`src/jsu_pkg.sv`:
```
// jsu_pkg: shared types and constants for the json string unescape unit
// holds beat payload structs, result kinds and error codes
// no dependencies
package jsu_pkg;

    // input beat: one raw byte of the stream
    typedef struct packed {
        logic [7:0] data_byte;
        logic       end_of_data;
    } t_in;

    // output beat: one decoded result
    typedef struct packed {
        logic [7:0] out_byte;
        logic [1:0] kind;
        logic [3:0] error_code;
        logic       last;
    } t_out;

    // every result one input byte produces, up to four
    typedef struct packed {
        logic [2:0]     cnt;
        t_out [3:0]     ent;
    } t_res_set;

    // result kinds
    localparam logic [1:0] K_DATA   = 2'd0;
    localparam logic [1:0] K_CLOSED = 2'd1;
    localparam logic [1:0] K_ERROR  = 2'd2;

    // error codes
    localparam logic [3:0] E_NONE         = 4'd0;
    localparam logic [3:0] E_NO_QUOTE     = 4'd1;
    localparam logic [3:0] E_UNTERM       = 4'd2;
    localparam logic [3:0] E_UNTERM_ESC   = 4'd3;
    localparam logic [3:0] E_BAD_ESC      = 4'd4;
    localparam logic [3:0] E_BAD_HEX      = 4'd5;
    localparam logic [3:0] E_MISSING_U    = 4'd6;
    localparam logic [3:0] E_BAD_LOW      = 4'd7;
    localparam logic [3:0] E_LONE_LOW     = 4'd8;

    // characters of interest
    localparam logic [7:0] CH_QUOTE = 8'h22;
    localparam logic [7:0] CH_BSL   = 8'h5C;
    localparam logic [7:0] CH_SLASH = 8'h2F;
    localparam logic [7:0] CH_U     = 8'h75;
    localparam logic [7:0] CH_N     = 8'h6E;
    localparam logic [7:0] CH_T     = 8'h74;
    localparam logic [7:0] CH_R     = 8'h72;
    localparam logic [7:0] CH_B     = 8'h62;
    localparam logic [7:0] CH_F     = 8'h66;

    // utf-16 surrogate prefixes (top six bits)
    localparam logic [5:0] SUR_HIGH = 6'b110110;
    localparam logic [5:0] SUR_LOW  = 6'b110111;
    localparam logic [20:0] SUPP_BASE = 21'h10000;

endpackage

```
`src/jsu_decode.sv`:
```
// jsu_decode: escape and surrogate state machine with utf-8 encoder
// produces all results of one input byte combinationally
// depends on jsu_pkg
module jsu_decode (
    input  logic               i_clk,
    input  logic               i_rst_n,
    input  logic               i_fire,
    input  jsu_pkg::t_in       i_item,
    output jsu_pkg::t_res_set  o_res
);
    import jsu_pkg::*;

    typedef enum logic [2:0] {
        M_WAIT = 3'd0,
        M_STR  = 3'd1,
        M_ESC  = 3'd2,
        M_HEX1 = 3'd3,
        M_BSL  = 3'd4,
        M_UCH  = 3'd5,
        M_HEX2 = 3'd6
    } t_mode;

    t_mode       r_mode, n_mode;
    logic [1:0]  r_hex, n_hex;
    logic [15:0] r_high, n_high;
    logic [15:0] r_low, n_low;

    logic [7:0]  c;
    logic        is_hex;
    logic [3:0]  hv;
    logic [20:0] pair_cp;
    t_res_set    res;

    function automatic t_out mk(input logic [7:0] b, input logic [1:0] k,
                                input logic [3:0] code);
        t_out o;
        o.out_byte   = b;
        o.kind       = k;
        o.error_code = code;
        o.last       = 1'b0;
        return o;
    endfunction

    // code point to one..four utf-8 data results
    function automatic t_res_set utf8(input logic [20:0] cp);
        t_res_set s;
        s = '0;
        if (cp <= 21'h7F) begin
            s.cnt    = 3'd1;
            s.ent[0] = mk(cp[7:0], K_DATA, E_NONE);
        end else if (cp <= 21'h7FF) begin
            s.cnt    = 3'd2;
            s.ent[0] = mk({3'b110, cp[10:6]}, K_DATA, E_NONE);
            s.ent[1] = mk({2'b10, cp[5:0]}, K_DATA, E_NONE);
        end else if (cp <= 21'hFFFF) begin
            s.cnt    = 3'd3;
            s.ent[0] = mk({4'b1110, cp[15:12]}, K_DATA, E_NONE);
            s.ent[1] = mk({2'b10, cp[11:6]}, K_DATA, E_NONE);
            s.ent[2] = mk({2'b10, cp[5:0]}, K_DATA, E_NONE);
        end else begin
            s.cnt    = 3'd4;
            s.ent[0] = mk({5'b11110, cp[20:18]}, K_DATA, E_NONE);
            s.ent[1] = mk({2'b10, cp[17:12]}, K_DATA, E_NONE);
            s.ent[2] = mk({2'b10, cp[11:6]}, K_DATA, E_NONE);
            s.ent[3] = mk({2'b10, cp[5:0]}, K_DATA, E_NONE);
        end
        return s;
    endfunction

    // end of data reads as a zero byte
    assign c = i_item.end_of_data ? 8'h00 : i_item.data_byte;

    // hex digit value, either case
    always_comb begin
        is_hex = 1'b1;
        hv     = 4'd0;
        if (c >= 8'h30 && c <= 8'h39) begin
            hv = c[3:0];
        end else if ((c >= 8'h61 && c <= 8'h66) || (c >= 8'h41 && c <= 8'h46)) begin
            hv = 4'(c[2:0] + 3'd1) + 4'd8;
        end else begin
            is_hex = 1'b0;
        end
    end

    // supplementary code point from the stored high unit and the low unit being completed
    assign pair_cp = {1'b0, r_high[9:0], r_low[5:0], hv} + SUPP_BASE;

    // next state and results
    always_comb begin
        n_mode = r_mode;
        n_hex  = r_hex;
        n_high = r_high;
        n_low  = r_low;
        res    = '0;
        unique case (r_mode)
            M_STR: begin
                if (c == 8'h00) begin
                    n_mode = M_WAIT; n_hex = 2'd0;
                    res.cnt = 3'd1; res.ent[0] = mk(8'h00, K_ERROR, E_UNTERM);
                end else if (c == CH_QUOTE) begin
                    n_mode = M_WAIT;
                    res.cnt = 3'd1; res.ent[0] = mk(8'h00, K_CLOSED, E_NONE);
                end else if (c == CH_BSL) begin
                    n_mode = M_ESC;
                end else begin
                    res.cnt = 3'd1; res.ent[0] = mk(c, K_DATA, E_NONE);
                end
            end
            M_ESC: begin
                n_mode  = M_STR;
                res.cnt = 3'd1;
                if (c == 8'h00) begin
                    n_mode = M_WAIT; n_hex = 2'd0;
                    res.ent[0] = mk(8'h00, K_ERROR, E_UNTERM_ESC);
                end else if (c == CH_QUOTE || c == CH_BSL || c == CH_SLASH) begin
                    res.ent[0] = mk(c, K_DATA, E_NONE);
                end else if (c == CH_N) begin
                    res.ent[0] = mk(8'h0A, K_DATA, E_NONE);
                end else if (c == CH_T) begin
                    res.ent[0] = mk(8'h09, K_DATA, E_NONE);
                end else if (c == CH_R) begin
                    res.ent[0] = mk(8'h0D, K_DATA, E_NONE);
                end else if (c == CH_B) begin
                    res.ent[0] = mk(8'h08, K_DATA, E_NONE);
                end else if (c == CH_F) begin
                    res.ent[0] = mk(8'h0C, K_DATA, E_NONE);
                end else if (c == CH_U) begin
                    n_mode = M_HEX1; n_hex = 2'd0; n_high = 16'h0000;
                    res.cnt = 3'd0;
                end else begin
                    n_mode = M_WAIT; n_hex = 2'd0;
                    res.ent[0] = mk(8'h00, K_ERROR, E_BAD_ESC);
                end
            end
            M_HEX1: begin
                if (!is_hex) begin
                    n_mode = M_WAIT; n_hex = 2'd0;
                    res.cnt = 3'd1; res.ent[0] = mk(8'h00, K_ERROR, E_BAD_HEX);
                end else begin
                    n_high = {r_high[11:0], hv};
                    if (r_hex != 2'd3) begin
                        n_hex = r_hex + 2'd1;
                    end else begin
                        n_hex = 2'd0;
                        if (n_high[15:10] == SUR_HIGH) begin
                            n_mode = M_BSL;
                        end else if (n_high[15:10] == SUR_LOW) begin
                            n_mode = M_WAIT;
                            res.cnt = 3'd1;
                            res.ent[0] = mk(8'h00, K_ERROR, E_LONE_LOW);
                        end else begin
                            n_mode = M_STR;
                            res = utf8({5'b00000, n_high});
                        end
                    end
                end
            end
            M_BSL: begin
                if (c != CH_BSL) begin
                    n_mode = M_WAIT; n_hex = 2'd0;
                    res.cnt = 3'd1; res.ent[0] = mk(8'h00, K_ERROR, E_MISSING_U);
                end else begin
                    n_mode = M_UCH;
                end
            end
            M_UCH: begin
                if (c != CH_U) begin
                    n_mode = M_WAIT; n_hex = 2'd0;
                    res.cnt = 3'd1; res.ent[0] = mk(8'h00, K_ERROR, E_MISSING_U);
                end else begin
                    n_mode = M_HEX2; n_hex = 2'd0; n_low = 16'h0000;
                end
            end
            M_HEX2: begin
                if (!is_hex) begin
                    n_mode = M_WAIT; n_hex = 2'd0;
                    res.cnt = 3'd1; res.ent[0] = mk(8'h00, K_ERROR, E_BAD_HEX);
                end else begin
                    n_low = {r_low[11:0], hv};
                    if (r_hex != 2'd3) begin
                        n_hex = r_hex + 2'd1;
                    end else begin
                        n_hex = 2'd0;
                        if (n_low[15:10] != SUR_LOW) begin
                            n_mode = M_WAIT;
                            res.cnt = 3'd1;
                            res.ent[0] = mk(8'h00, K_ERROR, E_BAD_LOW);
                        end else begin
                            n_mode = M_STR;
                            res = utf8(pair_cp);
                        end
                    end
                end
            end
            default: begin
                // waiting for the opening quote
                if (c == CH_QUOTE) begin
                    n_mode = M_STR; n_hex = 2'd0;
                end else begin
                    n_mode = M_WAIT; n_hex = 2'd0;
                    res.cnt = 3'd1; res.ent[0] = mk(8'h00, K_ERROR, E_NO_QUOTE);
                end
            end
        endcase
    end

    // mark the final result of this byte
    always_comb begin
        o_res = res;
        for (int k = 0; k < 4; k++) begin
            o_res.ent[k].last = ((3'(k) + 3'd1) == res.cnt);
        end
    end

    // state registers
    always_ff @(posedge i_clk) begin
        if (!i_rst_n) begin
            r_mode <= M_WAIT;
            r_hex  <= 2'd0;
            r_high <= 16'h0000;
            r_low  <= 16'h0000;
        end else if (i_fire) begin
            r_mode <= n_mode;
            r_hex  <= n_hex;
            r_high <= n_high;
            r_low  <= n_low;
        end
    end

endmodule

```
`src/jsu_out_buf.sv`:
```
// jsu_out_buf: result register holding up to four results of one byte
// shifts them out one beat per cycle on the output channel while the output is ready
// depends on jsu_pkg
module jsu_out_buf (
    input  logic               i_clk,
    input  logic               i_rst_n,
    input  logic               i_load,
    input  jsu_pkg::t_res_set  i_res,
    output logic               o_load_ok,
    output logic               o_valid,
    input  logic               i_ready,
    output jsu_pkg::t_out      o_data
);
    import jsu_pkg::*;

    t_out [3:0] r_ent;
    logic [2:0] r_cnt;
    logic       take;

    assign o_valid   = (r_cnt != 3'd0);
    assign o_data    = r_ent[0];
    assign take      = o_valid && i_ready;
    // free now, or its final beat leaves this cycle
    assign o_load_ok = (r_cnt == 3'd0) || ((r_cnt == 3'd1) && i_ready);

    // result payload
    always_ff @(posedge i_clk) begin
        if (i_load) begin
            r_ent <= i_res.ent;
        end else if (take) begin
            for (int k = 0; k < 3; k++) begin
                r_ent[k] <= r_ent[k + 1];
            end
        end
    end

    // pending beat count
    always_ff @(posedge i_clk) begin
        if (!i_rst_n) begin
            r_cnt <= 3'd0;
        end else if (i_load) begin
            r_cnt <= i_res.cnt;
        end else if (take) begin
            r_cnt <= r_cnt - 3'd1;
        end
    end

endmodule

```
`src/json_string_unescape_utf8_unit.sv`:
```
// json_string_unescape_utf8_unit: top level of the json string decoder
// input register, decode state machine and output result register
// depends on jsu_pkg, jsu_decode, jsu_out_buf
//
// Takes a JSON string literal one byte per beat and returns its decoded
// UTF-8 bytes, a closed marker at the closing quote, or one coded error
// (after which it waits for a new opening quote). Each byte passes an
// input register and is decoded combinationally into the result register.
// A byte yielding zero or one result lets the next byte in while the
// output is ready; a byte completing a \u escape yields one to four
// UTF-8 bytes and holds the input while the result register shifts them
// out one per cycle when the output is ready. The last flag marks the
// final result of each byte; bytes yielding no result produce no beat.
module json_string_unescape_utf8_unit (
    input  logic           i_clk,
    input  logic           i_rst_n,
    input  logic           i_in_valid,
    output logic           o_in_ready,
    input  jsu_pkg::t_in   i_in_data,
    output logic           o_out_valid,
    input  logic           i_out_ready,
    output jsu_pkg::t_out  o_out_data
);
    import jsu_pkg::*;

    t_in       r_in;
    logic      r_in_vld;
    logic      load_ok;
    logic      fire;
    t_res_set  res;

    assign fire       = r_in_vld && load_ok;
    assign o_in_ready = !r_in_vld || fire;

    // input register
    always_ff @(posedge i_clk) begin
        if (i_in_valid && o_in_ready) begin
            r_in <= i_in_data;
        end
    end

    always_ff @(posedge i_clk) begin
        if (!i_rst_n) begin
            r_in_vld <= 1'b0;
        end else if (i_in_valid && o_in_ready) begin
            r_in_vld <= 1'b1;
        end else if (fire) begin
            r_in_vld <= 1'b0;
        end
    end

    // decode
    jsu_decode u_decode (
        .i_clk   (i_clk),
        .i_rst_n (i_rst_n),
        .i_fire  (fire),
        .i_item  (r_in),
        .o_res   (res)
    );

    // result register
    jsu_out_buf u_out_buf (
        .i_clk     (i_clk),
        .i_rst_n   (i_rst_n),
        .i_load    (fire),
        .i_res     (res),
        .o_load_ok (load_ok),
        .o_valid   (o_out_valid),
        .i_ready   (i_out_ready),
        .o_data    (o_out_data)
    );

endmodule

```
`config.mk`:
```
export PLATFORM = sky130hd
export DESIGN_NAME = json_string_unescape_utf8_unit
export DESIGN_NICKNAME = d
export VERILOG_FILES = /design/src/jsu_pkg.sv /design/src/jsu_decode.sv /design/src/jsu_out_buf.sv /design/src/json_string_unescape_utf8_unit.sv
export SDC_FILE = /design/constraint.sdc
export NUM_CORES = 1
export LEC_CHECK = 0
export ABC_CLOCK_PERIOD_IN_PS = 5650
export BUFFER_PORTS_ARGS = -buffer_cell sky130_fd_sc_hd__clkbuf_2
export CAP_MARGIN = 20
export CORE_MARGIN = 2
export CORE_UTILIZATION = 55
export DETAILED_ROUTE_END_ITERATION = 6
export PLACE_DENSITY = 0.73
export SYNTH_ARGS = -nofsm -noshare
export SYNTH_HDL_FRONTEND = slang
export SYNTH_SLANG_ARGS = --single-unit
```
`constraint.sdc`:
```
create_clock -name i_clk -period 5.65 [get_ports i_clk]
set_input_delay 0.8475 -clock i_clk [delete_from_list [all_inputs] [get_ports i_clk]]
set_output_delay 0.8475 -clock i_clk [all_outputs]
set_load 0.02 [all_outputs]
```
==> metrics.csv <==
stage,metric,value,unit
critical_path,critical path data required time,5770,ps
synthesis,syn_nets,657,
synthesis,Synth Cell Area,0.00550,mm²
clocking,H-tree depth,3,
place,post-DP HPWL,12000,µm
power,total power,2050,µW
sta,RSZ-0062 raised after global routing,no,
critical_path,R2R depth,11,
detailed_routing,routed via count,5102,
sta,WHS,494,ps
clocking,CTS Sinks,81,
power,sequential share of power,0.441,
floorplanning,Die W,104,µm
critical_path,Startpoint Class,flip-flop,
finish,footprint of the multi-input gates,0.00304,mm²
power,Combinational Power Share,0.328,
detailed_routing,1st-pass router iterations,5,
critical_path,reg2reg end,u_out_buf.r_ent[22],
clocking,hold_buf cts,0,
clocking,Post-CTS Setup Repair Bufs,0,
finish,Reg area,0.00210,mm²
power,Max VDD drop,326,µV
sta,relative slew slack,0.100,
critical_path,critical path peak fanout,13,
finish,# fillers,875,
power,clock power share,0.231,
detailed_routing,routed length per placed instance,21.3,µm
floorplanning,Ports,30,
sta,min Tclk post-route,3960,ps
clocking,root buf cell,clkbuf_8,
global_routing,largest net degree at the start of global routing,36,
status,status,finished clean,
global_routing,grt ovf,0,
sta,Worst-Margin Slew,1340,ps
synthesis,register bit total from synthesis,81,
finish,ANT cells,0,
global_routing,initial antenna violation count,0,
detailed_routing,starting DRC count in detailed routing,746,
power,Psw,754,µW
detailed_routing,Vias per Instance,6.68,
clocking,CTS tree,done,
critical_path,Critical R2R Launch,r_in[0],
sta,fmax,253,MHz
synthesis,register area share after synthesis,0.382,
synthesis,"Async S/R FF share, synth",0,
hold_path,min-delay worst type,flip-flop to flip-flop,
hold_path,Worst Hold Endpoint,u_decode.r_hex[1],
finish,layout cell share with drive strength beyond 1,0.130,
sta,clk_skew,11.5,ps
hold_path,Hold Crit Depth,2,
critical_path,WS Path Type,flip-flop to flip-flop,
synthesis,Mean Syn Cell Area,8.72,µm²
place,GPL Wtd Cong,0.959,
clocking,CTS Buf Count,9,
critical_path,Worst EP arrival,4080,ps
detailed_routing,final WL,16200,µm
power,total power density per cell area,355,mW/mm²
synthesis,most numerous cell in the Yosys netlist,nand2_1,
synthesis,Ys Warns,0,
floorplanning,Die Area,0.0108,mm²
sta,Final Setup Violations,0,
detailed_routing,DRC Markers,0,
detailed_routing,"antenna viol nets, final",0,
critical_path,R2R Setup Slk,1690,ps
synthesis,main area contributors after synthesis,"edfxtp_1, dfxtp_1, nand2_1",
global_routing,first-pass GRT wire length,25900,µm
power,Leak,0.00208,µW
synthesis,Yosys cell types,82,
floorplanning,Die Height,104,µm
floorplanning,core area,0.00973,mm²
hold_path,hold path start,u_decode.r_hex[1],
sta,final worst-path cycle share,0.701,
sta,"Hold Vio Cnt, Final",0,
place,# port buffers,29,
synthesis,Post-synth EDFFs,48,
power,Sw Share,0.367,
synthesis,Synth Flop Type,edfxtp_1,
global_routing,vias in the first global route,4632,
synthesis,"area leader, netlist",edfxtp_1,
synthesis,top-area cell type share of the netlist area,0.262,
clocking,clock buffer depth,2,
power,Int Power,1300,µW
clocking,"CTS clk-pin slew, worst paths",90,ps
finish,final net count,652,
critical_path,Crit. End Element,flip-flop,
finish,Syn-to-layout area delta,5.23,%
sta,setup TNS,0,ps
floorplanning,Initial Util,0.566,
flow_run,Max-cap violations,0,
sta,fin. max-slew vios,0,
synthesis,synthesized netlist cell count,631,
floorplanning,# rows,36,
global_routing,GRT Overall Usage,0.305,
synthesis,Post-synth top cells,"nand2_1, nor2_1, edfxtp_1, a21oi_1, dfxtp_1",
clocking,Post-CTS Resized,0,
clocking,worst skew pair latency,370,ps
power groups by stage:
| stage | Combinational, µW | Sequential, µW | Clock (µW) |
|---|---|---|---|
| after CTS | 671 | 906 | 479 |
| after global placement | 664 | 914 | 0 |
| after detailed placement | 670 | 920 | 0 |
| after floorplan | 555 | 877 | 0 |
| after global routing | 739 | 924 | 509 |
| final | 674 | 906 | 475 |
metrics by stage:
stage,area [µm²],instances,worst slack (ps),utilization
finish,5790,764,1690,0.595
floorplan,5500,631,2180,-
CTS,5790,764,1750,0.595
detailed placement,5570,748,1760,0.573
global route,5790,764,1470,0.595
global placement,5570,748,1860,0.573
cell usage in the layout, fill, tap and decap left out, types with 6 or more instances in the layout:
cell,instances
nand2_1,72
nor2_1,67
edfxtp_1,48
a21oi_1,38
dfxtp_1,33
nand3_1,30
clkbuf_2,29
inv_1,20
a22oi_1,19
o21ai_0,18
a31oi_1,15
o21ai_1,14
ha_1,13
nor3_1,12
nand4_1,11
o211ai_1,10
nand2b_1,9
clkbuf_8,9
nor2b_1,8
mux2_2,7
o22ai_1,7
and3_1,7
and2_1,6
nor4_1,6
a221o_1,6
buf_4,6
critical path, cell delays in order (launching register included):
cell	delay, ps
edfxtp_1	570
nor2b_1	410
inv_1	110
ha_1	260
o21bai_1	230
a211o_1	240
nand3_2	210
a2111oi_4	470
mux2i_2	600
mux2_2	400
o21ai_1	140
o21ai_1	70
cell type report:
type | instances | share of cell area
Timing Repair Buffer | 35 | 0.0328
Multi-Input combinational cell | 479 | 0.525
Clock buffer | 10 | 0.0220
Sequential cell | 81 | 0.363
Inverter | 20 | 0.0130
Clock inverter | 6 | 0.0156
Tap cell | 133 | 0.0287
cell families (layout without fill, tap and decap cells):
family                   Yosys count  count (layout)  synth area share
AND/OR/NAND/NOR                  260             260             0.238
AO/OA/AOI/OAI                    188             188             0.248
flip-flops                        81              81             0.382
buffers and inverters             71              71            0.0657
multiplexers                      16              16            0.0337
adder cells (fa/ha/maj)           13              13            0.0296
XOR/XNOR                           2               2           0.00318
worst max path at each step:
stage / from / depth (start not counted) / slack, ps / end
floorplan: r_in[0] / 13 / 2180 / u_out_buf.o_data[9]
global placement: r_in[0] / 11 / 1860 / u_out_buf.r_ent[22]
detailed placement: r_in[0] / 11 / 1760 / u_out_buf.r_ent[22]
CTS: r_in[0] / 11 / 1750 / u_out_buf.r_ent[22]
global route: r_in[0] / 12 / 1470 / u_out_buf.r_ent[22]
finish: r_in[0] / 11 / 1690 / u_out_buf.r_ent[22]
routing by layer:
layer | global-route usage | wire length, µm | up-vias
li1 | - | - | 2349
met1 | 0.437 | 6930 | 2432
met2 | 0.469 | 7340 | 285
met3 | 0.0526 | 1560 | 36
met4 | 0.0965 | 414 | 0
met5 | 0 | 0 | -
sequential cells by signal (all words and copies together), names as in the netlist:
name	cells
u_out_buf.o_data	15
u_out_buf.r_ent	24
u_decode.r_high	12
u_decode.r_low	12
u_decode.r_hex	2
u_out_buf.r_cnt	3
r_in_vld	1
u_decode.r_mode	3
r_in	9
Note: power is estimated with default switching activity, not from simulation.
